### src/rtl/core/mcm_pkg.sv
`timescale 1ns / 1ps
// ----------------------------------------------------------------------------
// Matrix chain order package
// Default sizes, command codes and the sequencer state type.
// ----------------------------------------------------------------------------
package mcm_pkg;

    localparam int MAX_MATRICES_DEF = 16;
    localparam int DIM_BITS_DEF     = 12;
    localparam int COST_BITS_DEF    = 48;
    localparam int QIDX_W           = 5;

    typedef enum logic
    {
        CMD_LOAD  = 1'b0,
        CMD_QUERY = 1'b1
    } cmd_t;

    typedef enum logic [3:0]
    {
        ST_IDLE,
        ST_DIAG,
        ST_RDI,
        ST_RDJ,
        ST_LATJ,
        ST_RDK,
        ST_EVAL,
        ST_CMP,
        ST_ANS,
        ST_OUT
    } state_t;

endpackage

### src/rtl/core/mcm_cell.sv
`timescale 1ns / 1ps
// ----------------------------------------------------------------------------
// Matrix chain order saturating cell
// One registered saturating multiply or add; cells chain to form a candidate.
// ----------------------------------------------------------------------------
module mcm_cell #(
    parameter int COST_BITS = mcm_pkg::COST_BITS_DEF,
    parameter int DIM_BITS  = mcm_pkg::DIM_BITS_DEF,
    parameter bit MUL       = 1'b0
) (
    input  logic                 clk,
    input  logic                 rst_n,
    input  logic [COST_BITS-1:0] a,
    input  logic [COST_BITS-1:0] b,
    input  logic                 ovf_in,
    output logic [COST_BITS-1:0] q_reg,
    output logic                 ovf_reg
);
    import mcm_pkg::*;

    logic [COST_BITS-1:0] q_next;
    logic                 sat;

    generate
        if (MUL)
        begin : g_mul
            logic [COST_BITS+DIM_BITS-1:0] prod;
            assign prod   = a * b[DIM_BITS-1:0];
            assign sat    = |prod[COST_BITS+DIM_BITS-1:COST_BITS];
            assign q_next = sat ? {COST_BITS{1'b1}} : prod[COST_BITS-1:0];
        end
        else
        begin : g_add
            logic [COST_BITS:0] sum;
            assign sum    = {1'b0, a} + {1'b0, b};
            assign sat    = sum[COST_BITS];
            assign q_next = sat ? {COST_BITS{1'b1}} : sum[COST_BITS-1:0];
        end
    endgenerate

    always_ff @(posedge clk or negedge rst_n)
    begin
        if (!rst_n)
        begin
            ovf_reg <= 1'b0;
        end
        else
        begin
            ovf_reg <= sat | ovf_in;
        end
    end

    always_ff @(posedge clk)
    begin
        q_reg <= q_next;
    end

endmodule

### config.mk
export PLATFORM = sky130hd
export DESIGN_NAME = mcm_cell
export DESIGN_NICKNAME = d
export VERILOG_FILES = /design/src/rtl/core/mcm_pkg.sv /design/src/rtl/core/mcm_cell.sv
export SDC_FILE = /design/constraint.sdc
export NUM_CORES = 1
export LEC_CHECK = 0
export BUFFER_PORTS_ARGS = -buffer_cell sky130_fd_sc_hd__buf_2
export CORE_MARGIN = 1
export CORE_UTILIZATION = 38
export CTS_CLUSTER_SIZE = 40
export DETAILED_ROUTE_END_ITERATION = 12
export PLACE_DENSITY = 0.75
export SYNTH_ARGS = -nofsm -noshare
export SYNTH_HDL_FRONTEND = slang
export SYNTH_SLANG_ARGS = --single-unit
### constraint.sdc
create_clock -name clk -period 0.8 [get_ports clk]
set_clock_uncertainty 0.1 [all_clocks]
set_input_delay 0.08 -clock clk [delete_from_list [all_inputs] [get_ports clk]]
set_output_delay 0.08 -clock clk [all_outputs]
set_load 0.05 [all_outputs]
# == Word-level counts from Yosys, hierarchy flattened ==
# Cells that the tools add are included.
# totals
wordCells,4
reg_bits,49
out_inout_bits,49
inputBits,99
# op_classes
add_sub_neg,1
bitwise,1
# ops
op,n
$add A48 B48 Y49,1
$or A1 B1 Y1,1

# == Logic depth before layout (Yosys ltp) ==
# Gate-level depths: netlist of the first run.
# logic_depth
ltp_word,2
ltp_mapped,11
depth_no_buf,10

# == Least setup slack after synthesis of the first run ==
# Ideal clock, no wire load.
# synth_path
path_kind,input port to flip-flop
start,in a[0]
end,reg q_reg[28]
setup_time_ns,0.118
required_time_ns,0.582
arrival_time_ns,2.241
setup_slack_ns,-1.659
path_buffers,1
stages,11
path_cell_list,ha_1 -> fa_1 -> a211oi_1 -> o211ai_1 -> a211oi_1 -> nor2_1 -> o211ai_2 -> a21oi_2 -> nor2_4 -> buf_4 -> o21ai_1
# synth_via
elab_chain_len,1
# synth_lines
element,line_no,source
"start, declared",mcm_cell.sv:13,"input logic [COST_BITS-1:0] a,"
$add A48 B48 Y49,mcm_cell.sv:35,"assign sum = {1'b0, a} + {1'b0, b};"
"end signal, assigned",mcm_cell.sv:55,q_reg <= q_next;
"end, declared",mcm_cell.sv:16,"output logic [COST_BITS-1:0] q_reg,"
# No other way between the ends.
# A chain may end at the register's enable or synchronous reset.

# == Final worst setup path of the first run ==
# layout_path
start,in a[0]
end,reg q_reg[36]
# The elaborated chain is that of the path after synthesis.

==> metrics, run 1 <==
DP Cell Count 929; routed wire length per instance between 10 and 15 um; Clock transition at path regs 0.11 ns; drt pass-1 iters 5; adder-cell share of the synthesized area 15.2%; Clock Tree Buf Depth 2; Final setup viols 98; first-pass GRT wire length 23100 um; Total Nets Final about 960; # IOs roughly 150; layout cells sized above 1 51.7%; count of different cell masters after synthesis 64; flops & latches, synth 49; Critical Path, Cell by Cell buf_6 > ha_4 > fa_2 > a211oi_2 > o211ai_1 > a211oi_2 > nor2_2 > o211ai_2 > a21oi_4 > nor2_4 > buf_12 > o21ai_1; Placer Congestion 0.918; antenna-violating nets left 0; Post-synth EDFFs 0; most common cell after layout, fill and taps aside buf_4; vias per std cell roughly 5.3; Die Wd approximately 110 um; area of the mapped netlist 4090 sq um; core footprint 10400 sq um; synthesized instance count 505; Max stage delay on crit path 0.37 ns; number of flip-flops in the largest register 48; critical path capture point type flip-flop; Critical Path Source Type primary input; Max Fclk 458 MHz; post-route DRC violation count 0; commonest cells after routing, fill and taps aside buf_4 (165), buf_2 (90), nand2_1 (73); number of port buffers 147; CTS tree done; P&R area growth vs syn 71.3%; Num Clock Sinks just under 50; Final Power 12200 uW; vias in the first global route a little over 5000; Slew headroom 69.3%; hold_buf cts 2; worst-margin pin slew 0.455 ns; Top delay family on crit path compound AO/OA/AOI/OAI gates; largest family of logic cells by synthesized area compound AO/OA/AOI/OAI gates; Starting Density 39.4%; Req. time, crit path 0.89 ns; Final Util 67.5%; P_leak 0.00339 uW; Period minus WS final between 2 and 2.5 ns; Final period util 273%; RSZ-0062 raised after global routing yes; Fin. Hold Viols 3; Top cell by count, worst path a211oi_2; compound-gate portion of the synthesized area a little under a third; row count 37; setup ws final -1.38 ns; Cell Pwr Density around 1700 nW/um^2; prevailing post-synth register cell dfxtp_1; worst hold path type primary input to flip-flop; total global-route track usage 25.2%; data arrival time of the worst path 2.27 ns; chip height 106 um; largest net degree at the start of global routing 26; max_cap viols 0; dpl hpwl 10800 um; initial DRC count ~180; failing checks hold timing, setup timing; CTS Buf Count 5; initial antenna violation count 0; slowest stage cell, crit path fa_2; synthesized-area fraction occupied by and/or/nand/nor cells 19.0%; Async SR Flop Fraction under 10%; FILL cells between 700 and 800; final hold slack -0.0977 ns; multi-input combinational cell area 3180 sq um; GR Overflow Total 0; register area 1040 sq um; total vias in the final route 4965; yosys warns 0; Synth Area in XOR/XNOR 8.14%; mux cell area share after synthesis 0.245%; sequential share of the synthesized area 24.1%; fin. max-slew vios 0; final wirelength 13900 um; Die Footprint 11200 sq um; peak supply drop about 1.0 mV; Crit path buffers/inverters 2; Syn Nets 653; htree depth 2; critical path fanouts, max 25; status finished with violations; Ant. Diodes 0; CTS root buf clkbuf_8; synthesized area per cell 8.10 sq um; Non-Filler Instances 944; crit path kind primary input to flip-flop
metal layers:
metal	global-route usage [%]	wire length, um	vias to the layer above
met5	0	0	-
met2	45.0	6970	164
met4	10.6	363	0
met3	4.21	645	34
li1	-	-	2475
met1	29.4	5930	2292
metrics by stage:
stage	hold slack [ns]	setup slack [ns]	cell area (sq um)	TNS (ns)
2_1_floorplan	-0.316	-1.50	4140	-72.44
3_3_place_gp	-0.245	-1.76	6160	-82.85
3_5_place_dp	-0.242	-1.82	6160	-86.15
4_1_cts	-0.113	-1.39	6910	-75.45
5_1_grt	-0.108	-1.50	7000	-81.45
6_report	-0.0977	-1.38	7000	-74.04
final timing paths:
kind	start	end	slack [ns]	cells past startpoint
setup / recovery	a[0]	q_reg[36]	-1.38	12
max in group asynchronous	rst_n	ovf_reg	0.56	2
hold / removal	ovf_in	ovf_reg	-0.1	2
min in group asynchronous	rst_n	ovf_reg	-0.04	2
logic make-up (layout without fill, tap and decap cells):
group | count (synthesis) | in the layout
and+or+nand+nor | 159 | 159
AOI/OAI and AO/OA | 184 | 184
xor gates and xnor gates | 38 | 38
buffers and inverters | 25 | 328
DFF | 49 | 49
muxes | 1 | 1
adders and majority gates | 49 | 49
cell usage after synthesis, types with 4 or more instances:
| master | n | share of area, % |
|---|---|---|
| nand2_1 | 73 | 6.7 |
| a21oi_1 | 49 | 6.0 |
| dfxtp_1 | 48 | 24 |
| ha_1 | 48 | 15 |
| a21o_1 | 30 | 5.5 |
| o21ai_0 | 24 | 2.9 |
| xnor2_1 | 21 | 4.5 |
| nor2_1 | 18 | 1.7 |
| xor2_1 | 17 | 3.6 |
| o21ai_1 | 15 | 1.8 |
| nand4_1 | 12 | 1.8 |
| nor3_1 | 11 | 1.3 |
| nand3_1 | 10 | 1.2 |
| o21a_1 | 9 | 1.7 |
| a31oi_1 | 8 | 1.2 |
| clkbuf_1 | 8 | 0.73 |
| a211oi_1 | 7 | 1.3 |
| buf_2 | 7 | 0.86 |
| a21oi_2 | 5 | 1.1 |
| buf_4 | 5 | 0.92 |
| o211ai_1 | 5 | 0.92 |
| inv_1 | 4 | 0.37 |
| nor3b_1 | 4 | 0.73 |
| or3_1 | 4 | 0.61 |
area by class of cell:
cell class / instances / area share, %
clock buffer: 8 / 1.29
sequential: 49 / 14.9
multi-input combinational: 431 / 45.3
timing repair buffer: 316 / 35.8
tap: 136 / 2.43
inverter: 4 / 0.214
where the power goes:
part | leakage [uW] | internal, uW | switching, uW
Sequential | 0.000403 | 3020 | 291
Clock | 0.0000455 | 709 | 891
Combinational | 0.00295 | 3330 | 3940
Total | 0.00339 | 7050 | 5120
what timing repair did:
item,in CTS,in global routing
resized for setup,184,23
pin swaps,14,9
endpoints found under the setup margin,98,99
hold endpoints to repair,3,3
buffers inserted,4,2
No activity file was read; power rests on OpenSTA's default activity.
==> inputs of run 2 (changes only) <==
--- a/config.mk
+++ b/config.mk
@@ -7,10 +7,10 @@
 export LEC_CHECK = 0
 export BUFFER_PORTS_ARGS = -buffer_cell sky130_fd_sc_hd__buf_2
 export CORE_MARGIN = 1
-export CORE_UTILIZATION = 38
+export CORE_UTILIZATION = 45
 export CTS_CLUSTER_SIZE = 40
 export DETAILED_ROUTE_END_ITERATION = 12
-export PLACE_DENSITY = 0.75
+export PLACE_DENSITY = 0.85
 export SYNTH_ARGS = -nofsm -noshare
 export SYNTH_HDL_FRONTEND = slang
 export SYNTH_SLANG_ARGS = --single-unit
==> run 2 against run 1 <==
Effect of this change: the flow still finishes with violations (hold timing, setup timing); global-route usage is 7.5 points higher; worst setup slack worse by 0.062 ns; sequential power hardly changed; fmax is 2.8% lower; critical path depth stayed put; first-iteration DRC count grew to 2.8 times the previous value; flip-flop and latch count stayed put; worst hold slack worse by 0.021 ns; wire length is 24% higher; non-clock buffer count is 15 lower; critical endpoint is now q_reg[38]; highest routed layer unchanged.
==> metrics, run 2 (synthesized netlist as in run 1, its figures left out) <==
status finished with violations; failing checks hold timing, setup timing; row count 34; Die Wd 97.3 um; fin. max-slew vios 0; P_leak 0.00334 uW; Hold Crit Depth 2; total vias in the final route about 5500; peak supply drop 0.950 mV; chip height around 97 um; data arrival time of the worst path 2.35 ns; Final period util 280%; CTS Buf Count 5; final hold slack -0.119 ns; number of port buffers roughly 150; sequential fraction of design power 25.8%; setup ws final -1.44 ns; combinational share of power 58.5%; Critical Path Source Type primary input; vias in the first global route 5466; hold_buf cts 1; Final Util about four fifths; Clock transition at path regs 0.10 ns; Starting Density 46.7%; Net Sw Power 5560 uW; initial DRC count about 500; Fin. Hold Viols 2; final wirelength 17300 um; drt pass-1 iters 5; htree depth 2; P&R area growth vs syn 72.5%; Final setup viols 98; layout cells sized above 1 54.0%; DP Cell Count 883; Total Nets Final 940; critical path capture point type flip-flop; Final TNS setup -77.20 ns; CTS root buf clkbuf_8; Period minus WS final 2.24 ns; worst-margin pin slew 0.712 ns; Req. time, crit path 0.90 ns; core footprint 8760 sq um; Non-Filler Instances 901; Slew headroom 52.0%; routed wire length per instance 19.2 um; worst hold path type primary input to flip-flop; clock power share 15.6%; Clock Tree Buf Depth 2; Int Power approximately 7400 uW; post-place setup slack -1.73 ns; total global-route track usage 32.7%; largest net degree at the start of global routing 25; dpl hpwl 10500 um; antenna-violating nets left 0; number of flip-flops in the largest register 48; commonest cells after routing, fill and taps aside buf_4 (147), buf_2 (90), nand2_1 (70); critical path fanouts, max 6; max_cap viols 0; post-route DRC violation count 0; sw frac 43.1%; most common cell after layout, fill and taps aside buf_4; GR Overflow Total 0; Cell Pwr Density 1830 nW/um^2; initial antenna violation count 0; Ant. Diodes 0; CTS tree done; first-pass GRT wire length 25500 um; Die Footprint 9470 sq um; vias per std cell a little over 6; Num Clock Sinks 49; Max Fclk 446 MHz; crit path kind primary input to flip-flop; Placer Congestion 0.938; RSZ-0062 raised after global routing yes; # IOs 148
## run 2: timing repair
item	in CTS	in global routing
buffers inserted	6	3
setup endpoints to repair	98	98
hold endpoints to repair	3	1
gates resized for setup	196	35
pin swaps	20	15
cloned	0	0
## run 2: metrics by stage
stage / power (uW) / area (sq um)
6_report: 12900 / 7050
5_1_grt: 13400 / 7050
4_1_cts: 12300 / 6870
3_5_place_dp: 9220 / 6000
3_3_place_gp: 9080 / 6000
2_1_floorplan: 7060 / 4140
## run 2: routing by layer
layer | vias to the layer above | GRT usage [%] | routed length [um] | part of all wire (%)
li1 | 2450 | - | - | -
met1 | 2437 | 35.8 | 6120 | 35
met2 | 422 | 59.0 | 8450 | 49
met3 | 157 | 6.19 | 1450 | 8.4
met4 | 0 | 18.2 | 1250 | 7.2
met5 | - | 0 | 0 | 0
## run 2: power by group through the flow
stage	Clock, uW	Sequential [uW]	Combinational (uW)
6_report	2020	3340	7560
5_1_grt	2070	3360	7950
4_1_cts	1960	3290	7040
3_5_place_dp	0	3110	6110
3_3_place_gp	0	3100	5980
2_1_floorplan	0	4780	2270
## run 2: critical path: stages
cell	delay, ns
buf_6	0.10
ha_4	0.15
fa_2	0.39
a211oi_2	0.22
o211ai_1	0.19
a211oi_2	0.24
nor2_1	0.09
o211ai_2	0.26
buf_6	0.17
a21boi_0	0.11
xnor2_1	0.24
nand2_1	0.10
## run 2: area by class of cell
type | count | area [sq um]
timing repair buffer | 301 | 2390
fill | 474 | 1710
tap | 108 | 135
inverter | 4 | 15.0
sequential | 49 | 1050
multi-input combinational | 431 | 3350
clock inverter | 2 | 37.5
clock buffer | 6 | 82.6
## run 2: path summary, 6_finish.rpt
path	start	endpoint	slack [ns]
setup / recovery	a[0]	q_reg[38]	-1.44
hold / removal	ovf_in	ovf_reg	-0.12
max in group asynchronous	rst_n	ovf_reg	0.46
min in group asynchronous	rst_n	ovf_reg	0.05
